`src/sv/salru_pkg.sv`:
```
// ============================================================================
// Set-associative LRU cache package
// Field widths, register indexes, outcome codes and shared types.
// ============================================================================
package salru_pkg;

    localparam int ADDR_W      = 64;
    localparam int OUTCOME_W   = 2;
    localparam int WAY_OUT_W   = 3;
    localparam int COUNT_W     = 32;
    localparam int CFG_SET_W   = 3;
    localparam int CFG_BLOCK_W = 6;
    localparam int CFG_WAYS_W  = 4;
    localparam int CFG_DATA_W  = 6;
    localparam int CFG_INDEX_W = 2;
    localparam int SHIFT_W     = 7;

    localparam logic [CFG_INDEX_W-1:0] REG_SET_BITS   = 2'd0;
    localparam logic [CFG_INDEX_W-1:0] REG_BLOCK_BITS = 2'd1;
    localparam logic [CFG_INDEX_W-1:0] REG_WAYS       = 2'd2;

    localparam logic [OUTCOME_W-1:0] OUTCOME_HIT   = 2'd0;
    localparam logic [OUTCOME_W-1:0] OUTCOME_FILL  = 2'd1;
    localparam logic [OUTCOME_W-1:0] OUTCOME_EVICT = 2'd2;

    localparam logic [COUNT_W-1:0] COUNT_MAX = '1;

    typedef struct packed {
        logic hit;
        logic best_valid;
    } scan_flags_t;

endpackage

```
`src/sv/salru_scan_unit.sv`:
```
// ============================================================================
// Way scan unit
// Takes one way of a set per cycle while step_valid is high; finds the first tag hit and the oldest way.
// ============================================================================
module salru_scan_unit #(
    parameter int WAY_W   = 3,
    parameter int STAMP_W = 32
) (
    input  logic                            clk,
    input  logic                            rst_n,
    input  logic                            step_valid,
    input  logic [WAY_W-1:0]                step_way,
    input  logic                            entry_valid,
    input  logic [salru_pkg::ADDR_W-1:0]    entry_tag,
    input  logic [STAMP_W-1:0]              entry_stamp,
    input  logic [salru_pkg::ADDR_W-1:0]    key_tag,
    output salru_pkg::scan_flags_t          flags,
    output logic [WAY_W-1:0]                hit_way,
    output logic [WAY_W-1:0]                best_way
);

    logic               tag_hit;
    logic               first_way;
    logic               hit_reg;
    logic               hit_next;
    logic               best_valid_reg;
    logic               best_valid_next;
    logic [WAY_W-1:0]   hit_way_reg;
    logic [WAY_W-1:0]   hit_way_next;
    logic [WAY_W-1:0]   best_way_reg;
    logic [WAY_W-1:0]   best_way_next;
    logic [STAMP_W-1:0] best_stamp_reg;
    logic [STAMP_W-1:0] best_stamp_next;

    assign tag_hit   = entry_valid && (entry_tag == key_tag);
    assign first_way = (step_way == '0);

    always_comb
    begin
        hit_next        = hit_reg;
        hit_way_next    = hit_way_reg;
        best_valid_next = best_valid_reg;
        best_way_next   = best_way_reg;
        best_stamp_next = best_stamp_reg;
        if (step_valid)
        begin
            if (first_way)
            begin
                hit_next        = tag_hit;
                hit_way_next    = step_way;
                best_valid_next = entry_valid;
                best_way_next   = step_way;
                best_stamp_next = entry_stamp;
            end
            else
            begin
                if (!hit_reg && tag_hit)
                begin
                    hit_next     = 1'b1;
                    hit_way_next = step_way;
                end
                if (entry_stamp < best_stamp_reg)
                begin
                    best_valid_next = entry_valid;
                    best_way_next   = step_way;
                    best_stamp_next = entry_stamp;
                end
            end
        end
    end

    always_ff @(posedge clk or negedge rst_n)
    begin
        if (!rst_n)
        begin
            hit_reg        <= 1'b0;
            best_valid_reg <= 1'b0;
        end
        else
        begin
            hit_reg        <= hit_next;
            best_valid_reg <= best_valid_next;
        end
    end

    always_ff @(posedge clk)
    begin
        hit_way_reg    <= hit_way_next;
        best_way_reg   <= best_way_next;
        best_stamp_reg <= best_stamp_next;
    end

    assign flags.hit        = hit_reg;
    assign flags.best_valid = best_valid_reg;
    assign hit_way          = hit_way_reg;
    assign best_way         = best_way_reg;

endmodule

```
`config.mk`:
```
export PLATFORM = sky130hd
export DESIGN_NAME = salru_scan_unit
export DESIGN_NICKNAME = d
export VERILOG_FILES = /design/src/sv/salru_pkg.sv /design/src/sv/salru_scan_unit.sv
export SDC_FILE = /design/constraint.sdc
export NUM_CORES = 1
export LEC_CHECK = 0
export BUFFER_PORTS_ARGS = -buffer_cell sky130_fd_sc_hd__buf_2
export CAP_MARGIN = 20
export CORE_UTILIZATION = 47
export CTS_CLUSTER_SIZE = 8
export DETAILED_ROUTE_END_ITERATION = 8
export PLACE_DENSITY = 0.86
export RECOVER_POWER = 100
export REMOVE_ABC_BUFFERS = 1
export SLEW_MARGIN = 5
export SYNTH_ARGS = -nofsm -noshare
export SYNTH_HDL_FRONTEND = slang
export SYNTH_SLANG_ARGS = --single-unit
```
`constraint.sdc`:
```
create_clock -name clk -period 5.2 [get_ports clk]
set_input_delay 1.04 -clock clk [delete_from_list [all_inputs] [get_ports clk]]
set_output_delay 1.04 -clock clk [all_outputs]
set_load 0.02 [all_outputs]
```
Word level (Yosys, flattened, before mapping)
Index checks and enable logic that the tools add are counted.
Operators by class
  $lt $le $gt $ge: 1
  equality and inequality tests: 1
  multiplexer cells: 10
  reduce and logical (&&, ||, !) cells: 8
Operator list (count)
  64-bit == test: 1
  32-bit two-way mux: 2
  32-bit less-than comparator: 1
  3-bit two-way mux: 4
  1-bit two-way mux: 4
  2-bit AND reduction: 2
  2-bit nonzero test: 2
  3-bit logical NOT: 1
  1-bit logical AND: 2
  1-bit logical NOT: 1
Storage, ports and cells
  register bits: 40
  input port bits: 167
  logic and storage cells: 25

Longest topological paths before layout
Gate-level depths: netlist of the first run.
  depth after elaboration: 5
  mapped depth: 8

Least setup slack after synthesis of the first run
OpenSTA, ideal clock, no wires.
  path type: input-to-reg
  start point: input entry_stamp[29]
  end point: register best_valid_reg
  arrival time: 3.084 ns
  data required time: 5.074 ns
  slack: 1.990 ns
  stages on the path: 7
  path through: ha_1 > a211o_1 > o211ai_1 > o2111ai_1 > a22o_1 > a31oi_4 > mux2_4
On the way
  word-level cells in the longest chain between the ends: 3
Ends and longest elaborated chain
  from (decl): RTL line salru_scan_unit.sv:15  | input logic [STAMP_W-1:0] entry_stamp,
  32-bit less-than comparator: RTL line salru_scan_unit.sv:62  | if (entry_stamp < best_stamp_reg)
  2-bit nonzero test (no source line)
  2-bit AND reduction (no source line)
  to (signal assigned): RTL line salru_scan_unit.sv:82  | best_valid_reg <= best_valid_next;
  to (decl): RTL line salru_scan_unit.sv:26  | logic best_valid_reg;
Every way passes these cells.
A chain may end at the register's enable or synchronous reset.

Worst setup path in the final report of the first run
  start point: input entry_stamp[1]
  end point: register best_stamp_reg[9], enable pin
On the way
  word-level cells in the longest chain between the ends: 3
Ends and longest elaborated chain
  32-bit less-than comparator: RTL line salru_scan_unit.sv:62
  2-bit nonzero test (no source line)
  2-bit AND reduction (no source line)
  to (signal assigned): RTL line salru_scan_unit.sv:90  | best_stamp_reg <= best_stamp_next;
  to (decl): RTL line salru_scan_unit.sv:32  | logic [STAMP_W-1:0] best_stamp_reg;
Every way passes these cells.

==> results of run 1 <==
-- synth_stat cells (all sizes together) (2+ instances only) --
cell and count:
inv 52, edfxtp 38, xor2 34, ha 31, nor2b 15, a21oi 11
nand2 10, nor4 10, nand4 9, o22ai 8, xnor2 8, nor2 6
a2111oi 5, o21ai 4, nand3 3, o211ai 3, a22o 2, buf 2
dfrtp 2, o2111ai 2, o21a 2, or4 2
-- layout make-up --
| type | count | area (µm²) |
|---|---|---|
| Multi-Input combinational cell | 178 | 1440 |
| Sequential cell | 40 | 1190 |
| Inverter | 52 | 195 |
| Timing Repair Buffer | 175 | 826 |
| Fill cell | 506 | 2020 |
| Tap cell | 75 | 93.8 |
| Clock buffer | 7 | 96.3 |
| Clock inverter | 1 | 30.0 |
-- layer usage --
layer  part of all wire [%]  vias up  track usage (%)
met5                      0        -                0
met4                    1.2        0             6.25
met3                    4.6        9             4.80
met2                     54      101             49.7
met1                     40     1249             30.5
li1                       -     1327                -
-- tightest hold or removal path: cells and delay by family (launching register included) --
family / cells / cell delay, ns
DFF: 1 / 0.37
and+or+nand+nor: 2 / 0.12
-- metrics by stage --
stage,hold slack [ns],cell area [µm²],total power (W),instances
global route,0.520,3870,0.000940,528
global placement,0.479,3810,0.000615,520
CTS,0.514,3940,0.000903,528
finish,0.514,3870,0.000894,528
floorplan,0.595,2840,0.000515,270
detailed placement,0.495,3810,0.000629,520
-- path summary, 6_finish.rpt --
| kind | depth (start not counted) | to | slack [ns] |
|---|---|---|---|
| setup reg to reg | 8 | best_stamp_reg[9]$_DFFE_PP_ | 1.68 |
| hold / removal | 2 | hit_reg$_DFFE_PN0P_ | 0.51 |
| min in group asynchronous | 1 | hit_reg$_DFFE_PN0P_ | 0.52 |
| setup / recovery | 8 | best_stamp_reg[9]$_DFFE_PP_ | 1.20 |
| max in group asynchronous | 1 | best_valid_reg$_DFFE_PN0P_ | 4.54 |
| hold reg to reg | 2 | hit_reg$_DFFE_PN0P_ | 0.51 |
-- power by group --
group | internal [W] | total, W | switching [W]
clock | 0.000169 | 0.000277 | 0.000107
sequential | 0.000386 | 0.000394 | 0.00000754
combinational | 0.000106 | 0.000224 | 0.000118
-- cells by family (layout without fill, tap and decap cells) --
group	count (synthesis)	count (layout)	synth area share, %
AOI/OAI and AO/OA	44	44	11.2
and+or+nand+nor	60	60	12.6
adders and majority gates	31	31	13.6
buffers and inverters	54	235	7.37
xor gates and xnor gates	42	42	12.9
muxes	1	1	0.526
DFF	40	40	41.8
==> impl_metrics.py, run 1 <==
metrics = {
    "setup_path": {
        "critPathMaxStageDelay_ns": 1.35,
        "path_buf_inv": 2,
        "worstSetupEndpointType": "flop",
        "startpoint": "entry_stamp[1]",
        "required_ns": 5.18,
        "crit_path_cell_trace": "clkbuf_1 -> ha_1 -> o21ai_0 -> nor2_1 -> o311ai_1 -> o2111ai_2 -> a31oi_1 -> buf_4",
        "worstSetupPathType": "in -> reg",
        "slowest_stage": "a31oi_1",
        "cp.arrival_ns": 3.98,
        "cp-start-kind": "input pin",
        "critPathMaxFanout": 19,
        "critPathTopFamily": "compound AO/OA/AOI/OAI gates",
        "reg2reg_from": "best_stamp_reg[1]$_DFFE_PP_",
    },
    "logic_synthesis": {
        "synthFlopType": "edfxtp_1",
        "yosysWarnings": 0,
        "async_flop_share_pct": 5.00,
        "synth_area_per_cell_um2": 10.5,
        "syn_area_mm2": 0.00285,
        "synth-edff-count": 38,
        "ys_seq_area_share_pct": 41.8,
        "ys_ff_latch": 40,
        "synth_top_area_share_pct": 40.0,
        "ys_types": 38,
        "netlist_instances": 272,
        "yosysTopAreaCell": "edfxtp_1",
        "synth_area_leaders": "edfxtp_1 (40%), ha_1 (14%), xor2_1 (10%)",
    },
    "routing": {
        "wl_per_cell_um": 15.1,
        "finalWirelength_um": 8000,
        "post_drt_via_cell_ratio": 5.09,
        "drtIter0Drc": 104,
        "dr.pass1.iters": 4,
        "vias": 2686,
        "drc": 0,
        "ant_nets": 0,
    },
    "global_route": {
        "grt_antenna_before_repair": 0,
        "grt_pass1_vias": 2779,
        "grt_usage_pct": 26.4,
        "grt_pass1_wl_um": 12600,
        "grt-ovfl-total": 0,
        "grt_max_degree": 20,
    },
    "outcome": {
        "violations": "max-capacitance violations, max-slew violations",
        "status": "complete, but fails checks",
    },
    "sta": {
        "period_needed_ns": 4.00,
        "fin_tns_setup_ns": 0,
        "worst_pin_slew_ns": 1.83,
        "skew_ns": 0.00526,
        "finalSetupViolations": 0,
        "fin_crit_sh_pct": 76.9,
        "fin_ws_ns": 1.20,
        "slew_headroom_pct": -22.8,
        "hold_viol_final": 0,
        "rsz0062_at_grt": "no",
        "max_freq_ghz": 0.250,
        "final-max-slew-violation-count": 19,
    },
    "floorplan": {
        "core-area_mm2": 0.00589,
        "pin_count": 175,
        "die_x_um": 79.9,
        "initial_utilization_pct": 48.4,
        "die_area_mm2": 0.00638,
        "num_rows": 28,
        "die_h_um": 79.9,
    },
    "pwr": {
        "powerDensity_mw_per_mm2": 231,
        "ir_worst_vdd_v": 0.000142,
        "p_leak_nw": 1.89,
    },
    "clocking": {
        "htreeDepth": 2,
        "clockBufferDepth": 2,
        "numCtsBuffers": 5,
        "cts_resized": 0,
        "holdBufCountCts": 0,
        "clock_latency_ns": 0.30,
        "cts_root_buf": "clkbuf_8",
        "cts_tree": "built",
        "path_clk_slew_ns": 0.08,
        "clock-sinks": 40,
        "post_cts_buffers": 0,
    },
    "finish": {
        "area_growth_pct": 35.6,
        "drive_above_1_share_pct": 32.2,
        "layout_commonest_cell": "buf_2",
        "final_util_pct": 65.7,
        "nNetsFinal": 650,
        "final_cell_mix": "buf_2 (132), inv_1 (51), clkbuf_1 (42), edfxtp_1 (38), xor2_1 (34)",
        "diodes": 0,
        "largest_reg_flops": 32,
    },
    "placed_design": {
        "dp_slack_ns": 1.70,
        "place_congestion": 0.893,
        "place.port_buffers": 174,
        "dp_hpwl_um": 6960,
    },
    "flow_run": {
        "drv_cap": 1,
    },
    "min_path": {
        "hold_path.class": "reg -> reg",
        "worstHoldStart": "hit_reg$_DFFE_PN0P_",
    },
}
(Power assumes the default switching activity.)
==> inputs of run 2 (changes only) <==
--- a/config.mk
+++ b/config.mk
@@ -7,10 +7,10 @@
 export LEC_CHECK = 0
 export BUFFER_PORTS_ARGS = -buffer_cell sky130_fd_sc_hd__buf_2
 export CAP_MARGIN = 20
-export CORE_UTILIZATION = 47
+export CORE_UTILIZATION = 40
 export CTS_CLUSTER_SIZE = 8
 export DETAILED_ROUTE_END_ITERATION = 8
-export PLACE_DENSITY = 0.86
+export PLACE_DENSITY = 0.78
 export RECOVER_POWER = 100
 export REMOVE_ABC_BUFFERS = 1
 export SLEW_MARGIN = 5
==> constraint.sdc (replaced) <==
create_clock -name clk -period 3.5 [get_ports clk]
set_input_delay 0.7 -clock clk [delete_from_list [all_inputs] [get_ports clk]]
set_output_delay 0.7 -clock clk [all_outputs]
set_load 0.02 [all_outputs]
==> run 2 against run 1 <==
Effect of this change:
- the run now ends clean
- clock-buffer cell count shrank 2
- hold slack lost 0.33 ns
- sequential share of layout area is essentially flat
==> impl_metrics.py, run 2 (synthesis gave the netlist of run 1 again) <==
metrics = {
    "finish": {
        "final_cell_mix": "buf_2 (134), inv_1 (51), clkbuf_1 (40), edfxtp_1 (38), xor2_1 (34)",
        "nNetsFinal": 650,
        "fillers": 656,
        "largest_reg_flops": 32,
        "final_util_pct": 56.6,
        "drive_above_1_share_pct": 32.7,
        "area_growth_pct": 35.6,
        "diodes": 0,
        "layout_commonest_cell": "buf_2",
    },
    "routing": {
        "drc": 0,
        "ant_nets": 0,
        "finalWirelength_um": 7620,
        "dr.pass1.iters": 4,
        "post_drt_via_cell_ratio": 4.77,
        "vias": 2621,
        "drtIter0Drc": 78,
        "wl_per_cell_um": 13.9,
    },
    "setup_path": {
        "worstSetupPathType": "in -> reg",
        "worstSetupEndpointType": "flop",
        "required_ns": 3.42,
        "critPathMaxFanout": 26,
        "cp-start-kind": "input pin",
        "cp.arrival_ns": 2.87,
        "critPathMaxStageDelay_ns": 0.61,
        "slowest_stage": "clkbuf_2",
        "crit_path_cell_trace": "clkbuf_1 -> ha_1 -> a211o_1 -> o211ai_1 -> o2111ai_1 -> a22o_1 -> a31oi_4 -> clkbuf_2",
    },
    "clocking": {
        "cts_resized": 0,
        "path_clk_slew_ns": 0.08,
        "cts_tree": "built",
        "clock_latency_ns": 0.30,
        "clock-sinks": 40,
        "numCtsBuffers": 5,
        "clockBufferDepth": 2,
        "htreeDepth": 2,
        "cts_root_buf": "clkbuf_8",
        "post_cts_buffers": 0,
        "holdBufCountCts": 0,
    },
    "sta": {
        "worst_pin_slew_ns": 0.656,
        "fin_crit_sh_pct": 84.1,
        "hold_viol_final": 0,
        "finalSetupViolations": 0,
        "slew_headroom_pct": 56.3,
        "max_freq_ghz": 0.340,
        "fin_tns_setup_ns": 0,
        "rsz0062_at_grt": "no",
        "skew_ns": 0.0123,
        "period_needed_ns": 2.94,
        "final-max-slew-violation-count": 0,
    },
    "pwr": {
        "ir_worst_vdd_v": 0.000166,
        "powerDensity_mw_per_mm2": 314,
        "p_leak_nw": 1.87,
    },
    "global_route": {
        "grt_usage_pct": 21.2,
        "grt_max_degree": 27,
        "grt_antenna_before_repair": 0,
        "grt_pass1_wl_um": 11900,
        "grt-ovfl-total": 0,
        "grt_pass1_vias": 2667,
    },
    "flow_run": {
        "drv_cap": 0,
    },
    "floorplan": {
        "num_rows": 30,
        "die_x_um": 86.4,
        "initial_utilization_pct": 41.7,
        "core-area_mm2": 0.00683,
        "die_h_um": 86.4,
        "pin_count": 175,
        "die_area_mm2": 0.00747,
    },
    "placed_design": {
        "dp_hpwl_um": 6770,
        "place_congestion": 0.931,
        "place.port_buffers": 174,
    },
    "outcome": {
        "status": "completed",
    },
    "min_path": {
        "hold_path.class": "in -> async",
    },
}
==> run 2: cell types whose count changed in the layout (fill, tap and decap cells not counted), sizes merged <==
cell,delta
buf,+1
clkinv,+3
bufinv,-1
clkbuf,-3
==> run 2: worst paths after layout <==
| check | depth (start not counted) | endpoint | start | slack [ns] |
|---|---|---|---|---|
| setup / recovery | 8 | best_stamp_reg[21]$_DFFE_PP_ | entry_stamp[29] | 0.56 |
| min in group clk | 2 | hit_reg$_DFFE_PN0P_ | hit_reg$_DFFE_PN0P_ | 0.51 |
| max in group asynchronous | 1 | best_valid_reg$_DFFE_PN0P_ | rst_n | 3.19 |
| setup reg to reg | 8 | best_stamp_reg[21]$_DFFE_PP_ | best_stamp_reg[29]$_DFFE_PP_ | 0.70 |
| hold / removal | 1 | hit_reg$_DFFE_PN0P_ | rst_n | 0.18 |
| hold reg to reg | 2 | hit_reg$_DFFE_PN0P_ | hit_reg$_DFFE_PN0P_ | 0.51 |
==> run 2: area by class of cell <==
type,instances,area (µm²),share of cell area [%]
multi-input cells,178,1450,37.4
flip-flops and latches,40,1190,30.8
repair buffers,175,826,21.4
inverters,52,195,5.05
well taps,96,120,3.11
clock buffers,5,68.8,1.78
clock inverters,3,18.8,0.485
==> run 2: worst max-delay path, delay by kind of cell <==
family	cells	cell delay (ns)
AOI/OAI and AO/OA	5	1.14
buffers and inverters	2	0.70
adders and majority gates	1	0.31
==> run 2: per-layer routing <==
metal / wire length (µm) / share of wire (%) / GRT usage [%] / vias up
met5: 0 / 0 / 0 / -
met2: 3820 / 50 / 37.9 / 111
met1: 3120 / 41 / 24.8 / 1166
met3: 411 / 5.4 / 3.71 / 16
met4: 258 / 3.4 / 9.85 / 0
li1: - / - / - / 1328
==> run 2: through the flow <==
stage               cell area, µm²  setup slack, ns  hold WS (ns)  std cells  power, W
finish                        3870            0.556         0.185        549   0.00121
global route                  3870            0.418         0.178        549   0.00128
CTS                           3940            0.897         0.171        549   0.00124
detailed placement            3850            0.585         0.489        541  0.000938
global placement              3850            0.572         0.485        541  0.000921
floorplan                     2840            0.630         0.404        270  0.000765
==> run 2: power breakdown <==
part | internal, W | total (W) | switching [W]
sequential | 0.000573 | 0.000583 | 0.0000103
clock | 0.000139 | 0.000303 | 0.000164
combinational | 0.000154 | 0.000329 | 0.000174
total | 0.000866 | 0.00121 | 0.000348
